### src/rsae_pkg.sv
// shared types, constants and functions for the gf32 address encoder
package rsae_pkg;

    localparam int ID_W        = 64;
    localparam int SYM_W       = 5;
    localparam int DATA_SYMS   = 13;
    localparam int CODE_SYMS   = 17;
    localparam int ADDR_CHARS  = 20;
    localparam int CHAR_W      = 7;
    localparam int POS_W       = $clog2(ADDR_CHARS);
    localparam int STAGES      = 4;
    localparam int STEPS_PER   = 4;

    localparam logic [SYM_W-1:0] GEN_C0 = 5'd17;
    localparam logic [SYM_W-1:0] GEN_C1 = 5'd9;
    localparam logic [SYM_W-1:0] GEN_C2 = 5'd6;
    localparam logic [SYM_W-1:0] GEN_C3 = 5'd30;
    localparam logic [SYM_W:0]   FIELD_POLY = 6'h25;

    localparam logic [CHAR_W-1:0] DASH_CHAR = 7'd45;
    localparam logic [0:31][7:0]  ALPHABET  = "23456789ABCDEFGHJKLMNPQRSTUVWXYZ";

    typedef logic [SYM_W-1:0] t_sym;
    typedef t_sym [CODE_SYMS-1:0] t_codeword;

    // parity register file of the lfsr
    typedef struct packed {
        t_sym r3;
        t_sym r2;
        t_sym r1;
        t_sym r0;
    } t_par;

    // one output slot: either a dash or a codeword symbol index
    typedef struct packed {
        logic       dash;
        t_sym       idx;
    } t_slot;

    // gf(32) multiply, reduction polynomial x^5+x^2+1
    function automatic t_sym gf_mul(input t_sym a, input t_sym b);
        logic [SYM_W:0] x;
        t_sym           acc;
        x   = {1'b0, a};
        acc = '0;
        for (int k = 0; k < SYM_W; k++) begin
            if (b[k]) begin
                acc = acc ^ x[SYM_W-1:0];
            end
            x = {x[SYM_W-1:0], 1'b0};
            if (x[SYM_W]) begin
                x = x ^ FIELD_POLY;
            end
        end
        return acc;
    endfunction

    // base-32 digit at a fixed position, the top digit holds four bits
    function automatic t_sym digit_at(input logic [ID_W-1:0] id, input int idx);
        logic [ID_W-1:0] sh;
        sh = id >> (SYM_W * idx);
        return sh[SYM_W-1:0];
    endfunction

    // one lfsr step with data symbol d
    function automatic t_par lfsr_step(input t_par p, input t_sym d);
        t_par q;
        t_sym fb;
        fb   = d ^ p.r3;
        q.r3 = p.r2 ^ gf_mul(GEN_C3, fb);
        q.r2 = p.r1 ^ gf_mul(GEN_C2, fb);
        q.r1 = p.r0 ^ gf_mul(GEN_C1, fb);
        q.r0 = gf_mul(GEN_C0, fb);
        return q;
    endfunction

    // character position to codeword symbol or dash
    function automatic t_slot slot_at(input logic [POS_W-1:0] pos);
        t_slot s;
        s = '{dash: 1'b0, idx: 5'd0};
        case (pos)
            5'd0:    s.idx = 5'd3;
            5'd1:    s.idx = 5'd2;
            5'd2:    s.idx = 5'd1;
            5'd3:    s.idx = 5'd0;
            5'd4:    s.dash = 1'b1;
            5'd5:    s.idx = 5'd7;
            5'd6:    s.idx = 5'd6;
            5'd7:    s.idx = 5'd5;
            5'd8:    s.idx = 5'd4;
            5'd9:    s.dash = 1'b1;
            5'd10:   s.idx = 5'd13;
            5'd11:   s.idx = 5'd14;
            5'd12:   s.idx = 5'd15;
            5'd13:   s.idx = 5'd16;
            5'd14:   s.dash = 1'b1;
            5'd15:   s.idx = 5'd12;
            5'd16:   s.idx = 5'd8;
            5'd17:   s.idx = 5'd9;
            5'd18:   s.idx = 5'd10;
            5'd19:   s.idx = 5'd11;
            default: s.dash = 1'b1;
        endcase
        return s;
    endfunction

    // symbol to ascii character
    function automatic logic [CHAR_W-1:0] sym_char(input t_sym s);
        logic [7:0] c;
        c = ALPHABET[s];
        return c[CHAR_W-1:0];
    endfunction

endpackage

### src/rsae_parity.sv
// pipelined reed-solomon parity lfsr, four register stages
module rsae_parity (
    input  logic                        i_clk,
    input  logic                        i_rst_n,
    input  logic                        i_valid,
    input  logic [rsae_pkg::ID_W-1:0]   i_id,
    output logic                        o_ready,
    output logic                        o_valid,
    output rsae_pkg::t_codeword         o_cw,
    input  logic                        i_ready
);
    import rsae_pkg::*;

    logic [STAGES-1:0]   r_valid;
    logic [ID_W-1:0]     r_id  [STAGES];
    t_par                r_par [STAGES];
    t_par                n_par [STAGES];
    logic [STAGES-1:0]   adv;

    // stage advance, a stage moves when it is empty or its successor moves
    always_comb begin
        adv[STAGES-1] = !r_valid[STAGES-1] || i_ready;
        for (int k = STAGES - 2; k >= 0; k--) begin
            adv[k] = !r_valid[k] || adv[k+1];
        end
    end

    // lfsr steps per stage, digits fed from most significant down
    always_comb begin
        t_par            p;
        logic [ID_W-1:0] id;
        for (int k = 0; k < STAGES; k++) begin
            if (k == 0) begin
                p  = '0;
                id = i_id;
            end else begin
                p  = r_par[k-1];
                id = r_id[k-1];
            end
            for (int j = 0; j < STEPS_PER; j++) begin
                if (DATA_SYMS - 1 - STEPS_PER * k - j >= 0) begin
                    p = lfsr_step(p, digit_at(id, DATA_SYMS - 1 - STEPS_PER * k - j));
                end
            end
            n_par[k] = p;
        end
    end

    // stage registers
    always_ff @(posedge i_clk) begin
        for (int k = 0; k < STAGES; k++) begin
            if (adv[k]) begin
                r_par[k] <= n_par[k];
                r_id[k]  <= (k == 0) ? i_id : r_id[k-1];
            end
        end
        if (!i_rst_n) begin
            r_valid <= '0;
        end else begin
            for (int k = 0; k < STAGES; k++) begin
                if (adv[k]) begin
                    r_valid[k] <= (k == 0) ? i_valid : r_valid[k-1];
                end
            end
        end
    end

    // codeword assembly: data digits then parity
    always_comb begin
        for (int i = 0; i < DATA_SYMS; i++) begin
            o_cw[i] = digit_at(r_id[STAGES-1], i);
        end
        o_cw[DATA_SYMS]     = r_par[STAGES-1].r0;
        o_cw[DATA_SYMS + 1] = r_par[STAGES-1].r1;
        o_cw[DATA_SYMS + 2] = r_par[STAGES-1].r2;
        o_cw[DATA_SYMS + 3] = r_par[STAGES-1].r3;
    end

    assign o_ready = adv[0];
    assign o_valid = r_valid[STAGES-1];

endmodule

### src/rsae_serial.sv
// character serializer: one codeword out as twenty characters
module rsae_serial (
    input  logic                             i_clk,
    input  logic                             i_rst_n,
    input  logic                             i_valid,
    input  rsae_pkg::t_codeword              i_cw,
    output logic                             o_ready,
    output logic                             o_valid,
    output logic [rsae_pkg::CHAR_W-1:0]      o_out_char,
    output logic                             o_last_char,
    input  logic                             i_stall
);
    import rsae_pkg::*;

    localparam logic [POS_W-1:0] LAST_POS = POS_W'(ADDR_CHARS - 1);

    t_codeword          r_cw;
    logic               r_busy;
    logic [POS_W-1:0]   r_pos;
    logic               r_out_valid;
    logic [CHAR_W-1:0]  r_out_char;
    logic               r_out_last;

    logic               out_load;
    logic               emit;
    logic               done;
    logic               take;
    t_slot              slot;
    logic [CHAR_W-1:0]  n_char;

    // handshake control
    always_comb begin
        out_load = !r_out_valid || !i_stall;
        emit     = r_busy && out_load;
        done     = emit && (r_pos == LAST_POS);
        o_ready  = !r_busy || done;
        take     = i_valid && o_ready;
    end

    // character lookup for the current position
    always_comb begin
        slot   = slot_at(r_pos);
        n_char = slot.dash ? DASH_CHAR : sym_char(r_cw[slot.idx]);
    end

    // codeword hold and position counter
    always_ff @(posedge i_clk) begin
        if (take) begin
            r_cw <= i_cw;
        end
        if (out_load) begin
            r_out_char <= n_char;
            r_out_last <= (r_pos == LAST_POS);
        end
        if (!i_rst_n) begin
            r_busy      <= 1'b0;
            r_pos       <= '0;
            r_out_valid <= 1'b0;
        end else begin
            if (take) begin
                r_busy <= 1'b1;
                r_pos  <= '0;
            end else if (done) begin
                r_busy <= 1'b0;
            end else if (emit) begin
                r_pos <= r_pos + 1'b1;
            end
            if (out_load) begin
                r_out_valid <= r_busy;
            end
        end
    end

    assign o_valid     = r_out_valid;
    assign o_out_char  = r_out_char;
    assign o_last_char = r_out_last;

endmodule

### src/rs_gf32_address_encoder_top.sv
// path: a transaction passes the parity stages, the serializer codeword hold, then the output register
// throughput: one character per cycle while not stalled, twenty per account number,
//   set by the character serializer; the parity pipeline takes one per cycle unless held
// reset: synchronous active-low reset clears all valid bits and the serializer
//   state, no clearing pass is needed
// top level of the gf32 reed-solomon address encoder
module rs_gf32_address_encoder_top (
    input  logic                             i_clk,
    input  logic                             i_rst_n,
    input  logic                             i_valid,
    input  logic [rsae_pkg::ID_W-1:0]        i_account_id,
    output logic                             o_stall,
    output logic                             o_valid,
    output logic [rsae_pkg::CHAR_W-1:0]      o_out_char,
    output logic                             o_last_char,
    input  logic                             i_stall
);
    import rsae_pkg::*;

    logic       par_ready;
    logic       cw_valid;
    t_codeword  cw;
    logic       ser_ready;

    // parity pipeline
    rsae_parity u_parity (
        .i_clk   (i_clk),
        .i_rst_n (i_rst_n),
        .i_valid (i_valid),
        .i_id    (i_account_id),
        .o_ready (par_ready),
        .o_valid (cw_valid),
        .o_cw    (cw),
        .i_ready (ser_ready)
    );

    // character output
    rsae_serial u_serial (
        .i_clk       (i_clk),
        .i_rst_n     (i_rst_n),
        .i_valid     (cw_valid),
        .i_cw        (cw),
        .o_ready     (ser_ready),
        .o_valid     (o_valid),
        .o_out_char  (o_out_char),
        .o_last_char (o_last_char),
        .i_stall     (i_stall)
    );

    assign o_stall = !par_ready;

endmodule
### config.mk
export PLATFORM = sky130hd
export DESIGN_NAME = rs_gf32_address_encoder_top
export DESIGN_NICKNAME = d
export VERILOG_FILES = /design/src/rsae_pkg.sv /design/src/rsae_parity.sv /design/src/rsae_serial.sv /design/src/rs_gf32_address_encoder_top.sv
export SDC_FILE = /design/constraint.sdc
export NUM_CORES = 1
export LEC_CHECK = 0
export BUFFER_PORTS_ARGS = -buffer_cell sky130_fd_sc_hd__buf_2
export CAP_MARGIN = 40
export CORE_UTILIZATION = 59
export CTS_CLUSTER_DIAMETER = 40
export DETAILED_ROUTE_END_ITERATION = 12
export HOLD_SLACK_MARGIN = 0.08
export PLACE_DENSITY = 0.81
export SYNTH_ARGS = -nofsm -noshare
export SYNTH_HDL_FRONTEND = slang
export SYNTH_SLANG_ARGS = --single-unit
### constraint.sdc
create_clock -name i_clk -period 7.2 [get_ports i_clk]
set_input_delay 0.72 -clock i_clk [delete_from_list [all_inputs] [get_ports i_clk]]
set_output_delay 0.72 -clock i_clk [all_outputs]
set_load 0.01 [all_outputs]
# Word level (Yosys, flattened, before mapping)
# Memories as Yosys holds them, arrays and structs flattened. A register that Yosys moved wholly into a read port is not among the register bits.
# Index checks and enable logic that the tools add are counted.
# op_classes
add_sub_neg	1
n_lt_le_gt_ge	1
eq_ne	16
muxes	269
n_bitwise	255
n_reduce_logical	23
# ops
cell	n
two-way mux 5 bit	129
NOT 3 bit	90
two-way mux 4 bit	64
bitwise XOR 5 bit	48
NOT 4 bit	37
two-way mux 3 bit	38
one-hot mux 5 bit (16 select lines)	1
NOT 1 -> 2 bit	37
NOT 1 bit	40
== test 5 x 4 -> 1 bit (second input constant)	6
two-way mux 2 bit	13
binary-select mux 5 bit (select 5 bit)	1
two-way mux 1 bit	23
== test 5 bit (second input constant)	4
OR reduction 17 bit	1
== test 5 x 3 -> 1 bit (second input constant)	3
== test 5 x 2 -> 1 bit (second input constant)	2
zero test 1 bit	9
logical OR 1 bit	6
< comparator 5 x 6 -> 1 bit (second input constant)	1
NOT 5 -> 6 bit	1
adder 5 x 1 -> 5 bit (second input constant)	1
== test 5 x 1 -> 1 bit (second input constant)	1
zero test 5 bit	1
5 further kinds	8
# word_totals
register_bits	12
ramBits	336
romBits	256
in_bits	68
out_inout_bits	10
word_cells	576
memories	3
# memory_table
name	depth	width	rd	rd_clocked_by_memory_dff	write_ports	line	text
(no name shown)	32	8	1	1	0	rsae_pkg.sv:110	c = ALPHABET[s];
u_parity.r_id	4	64	4	1	4	rsae_parity.sv:15	logic [ID_W-1:0] r_id [STAGES];
u_parity.r_par	4	20	4	1	4	rsae_parity.sv:16	t_par r_par [STAGES];

# Logic depth before layout (Yosys ltp)
# An unclocked memory read counts as a cell.
# depth
word_depth	45
mapped_depth	18
ltp_nobuf	15

# Hierarchy
# From an unflattened synthesis, not the netlist that was laid out.
# hier_totals
hier_cells	1055
hier_area_um2	19093.3
# modules_own_cells
mod	instances	cells_per_inst	area_per_inst_um2	seq_area_each_um2
rsae_parity	1	744	14543.9	10169.8
rsae_serial	1	310	4545.6	2932.8
rs_gf32_address_encoder_top	1	1	3.8	0.0

# Worst setup path before layout
# OpenSTA, ideal clock, no wires.
# synth_timing
kind	register to register
start	register u_serial.r_pos[2]
end	register u_serial.r_pos[0]
setup_time_ns	0.121
t_arrival_ns	5.482
t_required_ns	7.079
path_slack_ns	1.597
path_stages_with_launch	8
path_buffers	1
synth_period_minus_slack_ns	5.603
path_cell_list	dfxtp_1 buf_2 nor3b_1 nand2_1 o21a_1 nor2b_1 nand2b_1 nor2_1
# synth_between
elab_chain_cells	5
word_cells_on_any_way	7
cone_classes	1 x eq/ne; 1 x bitwise; 5 x reduce/logical
# synth_rtl
element	line	text
start, declared	rsae_serial.sv:19	logic [POS_W-1:0] r_pos;
start signal, assigned	rsae_serial.sv:66	r_pos <= r_pos + 1'b1;
== test 5 bit	rsae_serial.sv:35	done = emit && (r_pos == LAST_POS);
logical AND 1 bit	rsae_serial.sv:35	
logical OR 1 bit	rsae_serial.sv:36	o_ready = !r_busy || done;
logical AND 1 bit	rsae_serial.sv:37	take = i_valid && o_ready;
net u_serial.take	rsae_serial.sv:27	logic take;
OR reduction 2 bit (no source line)	n/a	
# The timed path passes the listed nets, and every way through them passes these cells.
# A chain may end at the register's enable or synchronous reset.

# Worst setup path in the final report
# layout_timing
start	register u_serial.r_pos[0]
end	register u_serial.r_out_char[2], in the netlist u_serial.o_out_char[2], data pin
# layout_between
elab_chain_cells	5
word_cells_on_any_way	23
cone_classes	16 x eq/ne; 3 x mux; 1 x bitwise; 3 x reduce/logical
# layout_rtl
element	line	text
== test 5 bit, or another cell as far along	rsae_pkg.sv:81	case (pos)
one-hot mux 5 bit (16 select lines)	rsae_pkg.sv:81	
binary-select mux 5 bit (select 5 bit)	rsae_serial.sv:43	n_char = slot.dash ? DASH_CHAR : sym_char(r_cw[slot.idx]);
two-way mux 5 bit (implied by the code)	rsae_serial.sv:43	
NOT 5 -> 6 bit (implied by the code)	rsae_pkg.sv:110	
end, declared	rsae_serial.sv:21	logic [CHAR_W-1:0] r_out_char;
# Parallel ways exist; a longest one is shown, timed or not. The select of a mux whose other input is x is not followed.

==> metrics.md <==
| Metric | Value |
|---|---|
| Most common cell in the synthesized netlist | edfxtp_1 |
| Dpl cells | 1,531 |
| CP Class | reg2reg |
| Drt first pass iters | 5 |
| R2R Setup Slk | 2450 ps |
| Diodes inserted | 0 |
| ANT nets after route | 0 |
| Fin Setup TNS | 0 ps |
| Most frequent cell on the critical path | inv_1 |
| Worst-Margin Slew | 885 ps |
| Clk_lat worst skew | 560 ps |
| CTS tree | done |
| Floorplan Core Area | 0.0316 mm² |
| RSZ-0062 raised after global routing | false |
| #FFs+latches synth | 439 |
| Sequential share of the synthesized area | between 60% and 70% |
| Max_cap viols | 0 |
| WP data required | 7490 ps |
| Port Buffer Count | 77 |
| GP Congestion | 0.892 |
| TritonCTS Buffers | 51 |
| Area of the multi-input gates | ~0.0057 mm² |
| Synth Cell Area | 0.0189 mm² |
| Post-CTS sizing | 0 |
| Height of the die | about 180 µm |
| Total grt overflow | 0 |
| H-tree Lvls | 2 |
| Bufs on Longest Clock Path | 3 |
| Crit path DAT | ~5000 ps |
| CTS clk-pin slew, worst paths | ~70 ps |
| Max FO, Critical Path | 15 |
| Post-synth top cells | edfxtp_1 (428), xnor2_1 (259), xor2_1 (74), xnor2_2 (21), xnor3_1 (21) |
| Syn_nets | between 1,000 and 1,500 |
| DP Worst Slack | 2540 ps |
| Area leader, netlist | edfxtp_1 |
| Path type of the worst min-delay path | in2reg |
| Worst Skew | approximately 22 ps |
| Row count | between 60 and 70 |
| Max Freq | 211 MHz |
| Hpwl dp | ~23,000 µm |
| Vias/cell | 5.47 |
| Vias in the first global route | 9,305 |
| CTS sink count | 439 |
| DR vias | 8,897 |
| Layout area overhead | 14.1% |
| Destination of the critical timing path | u_serial.o_out_char[2] |
| Die Width | 181 µm |
| Relative slew margins | 41.0% |
| Share of cells above drive strength 1 | 19.4% |
| Post-synth top area share | 67.9% |
| Synth area leaders | edfxtp_1 (68%), xnor2_1 (12%), xor2_1 (3.4%) |
| Gate Count Post-Synth | 1,058 |
| Initial antenna violation count | 0 |
| Final net count | approximately 1,300 |
| Critical Path Max Stage Delay | slightly below 600 ps |
| WL/cell | between 20 and 25 µm |
| Synth cell types | 53 |
| # setup viols final | 0 |
| DRC Markers | 0 |
| EDFF count, synth | approximately 430 |
| Fin crit period | 4750 ps |
| Post-CTS Hold Buffers | 0 |
| Worst reg2reg path depth | 15 |
| Die area | 0.0328 mm² |
| CP endpoint kind | flip-flop |
| Post-CTS Setup Repair Bufs | 0 |
| Syn_area_per_cell | 17.9 µm² |
| Starting Density | 59.9% |
| IO Pins | 78 |
| RR Endpoint | u_serial.o_out_char[2] |
| Setup crit start kind | flip-flop |
| Worst Setup SP | u_serial.r_pos[0] |
| Largest net degree at the start of global routing | 75 |
| Register area | 0.0131 mm² |
| Slowest CP cell | nand2_1 |
| Ys Warns | 0 |
| WHS | 328 ps |
| Post-synth ARST share | 0% |
| Worst r2r src | u_serial.r_pos[0] |
| Most used DFF post-synth | edfxtp_1 |
| Non-filler cells, final | 1,627 |
| Routed wire length | 34,400 µm |
| Worst-path cell chain | inv_1 > ha_1 > or2_2 > a22oi_1 > nand2_1 > mux4_2 > and2_1 > a311oi_1 > a211o_1 > inv_1 > ha_1 > inv_1 > mux2i_1 > mux2_2 > a221o_1 |
| Clk root buf | clkbuf_16 |
| Post-route worst setup slack | 2450 ps |
| DRC violation total after the first TritonRoute iteration | 608 |
| Hold Fails Final Rpt | 0 |
| Final Max Tran Viols | 0 |
| Outcome | complete, no violations |
| GRT Overall Usage | 21.7% |
| First-pass GRT wire length | 53,200 µm |
| Layout fillers | 1,963 |
| Period utilization | 65.9% |
[state kept, by name, summed over array words and instances, names as in the netlist, 4 cells and up]
register	count
u_parity.r_valid	4
u_serial.r_pos	5
u_serial.r_cw	84
u_serial.o_out_char	7
u_parity.r_par	80
u_parity.r_id	256
[metrics by stage]
step	instance area [µm²]	utilization, %
detailed placement	19900	63.0
global placement	19800	62.8
global route	21600	68.4
finish	21600	68.4
CTS	21600	68.3
floorplan	18900	-
[worst max-delay path: cells and delay by family (launching register included)]
kind / cells / cell delay, ps
simple gates: 3 / 1090
compound gates: 4 / 1400
mux: 3 / 750
buf+inv: 3 / 280
flops: 1 / 410
fa+ha+maj: 2 / 550
[cells by family (layout without fill, tap and decap cells)]
kind of cell,after synthesis,in the layout,synth area share [%]
flops,439,439,69.1
xor+xnor,399,399,22.5
simple gates,78,78,2.12
compound gates,66,66,2.35
buf+inv,36,203,0.754
mux,28,28,2.38
fa+ha+maj,12,12,0.794
[routing by layer]
metal | track usage (%) | share of wire [%] | up-vias | wire length (µm)
li1 | - | - | 4129 | -
met1 | 27.5 | 41 | 4391 | 14000
met2 | 37.4 | 51 | 288 | 17600
met3 | 3.65 | 4.4 | 89 | 1510
met4 | 9.02 | 3.7 | 0 | 1270
met5 | 0 | 0 | - | 0
[cells in the final DEF (no fill, tap or decap), types with 11 or more instances in the layout]
master / Yosys / layout
nand3_1: 13 / 13
xnor2_1: 259 / 259
dfxtp_1: 11 / 11
a21oi_1: 15 / 14
xnor2_2: 21 / 21
edfxtp_1: 428 / 428
buf_2: 6 / 77
nor2_1: 11 / 11
xnor3_1: 21 / 21
ha_1: 12 / 12
inv_1: 20 / 18
xor2_1: 74 / 74
o21ai_0: 12 / 12
clkbuf_16: 0 / 51
mux4_2: 13 / 13
nand2_1: 19 / 17
[layout make-up]
type                       count  area share, %
inverter                      21          0.377
multi-input combinational    583           26.5
clock buffer                  58           6.03
tap                          402           2.33
sequential                   439           60.6
timing repair buffer          87           2.50
clock inverter                37           1.68
[worst min path at each step]
stage                              start                    to  slack, ps  cells past startpoint
floorplan            u_parity.r_id[0][0]   u_parity.r_id[1][0]        400                      0
finish                  i_account_id[44]  u_parity.r_id[0][44]        330                      1
detailed placement  u_parity.r_id[0][14]  u_parity.r_id[1][14]        400                      0
global placement    u_parity.r_id[0][18]  u_parity.r_id[1][18]        400                      0
CTS                     i_account_id[31]  u_parity.r_id[0][31]        300                      1
global route            i_account_id[31]  u_parity.r_id[0][31]        300                      1
Power is not shown: default switching activity piles up to over one toggle a cycle in this logic, so the estimate is an artifact.
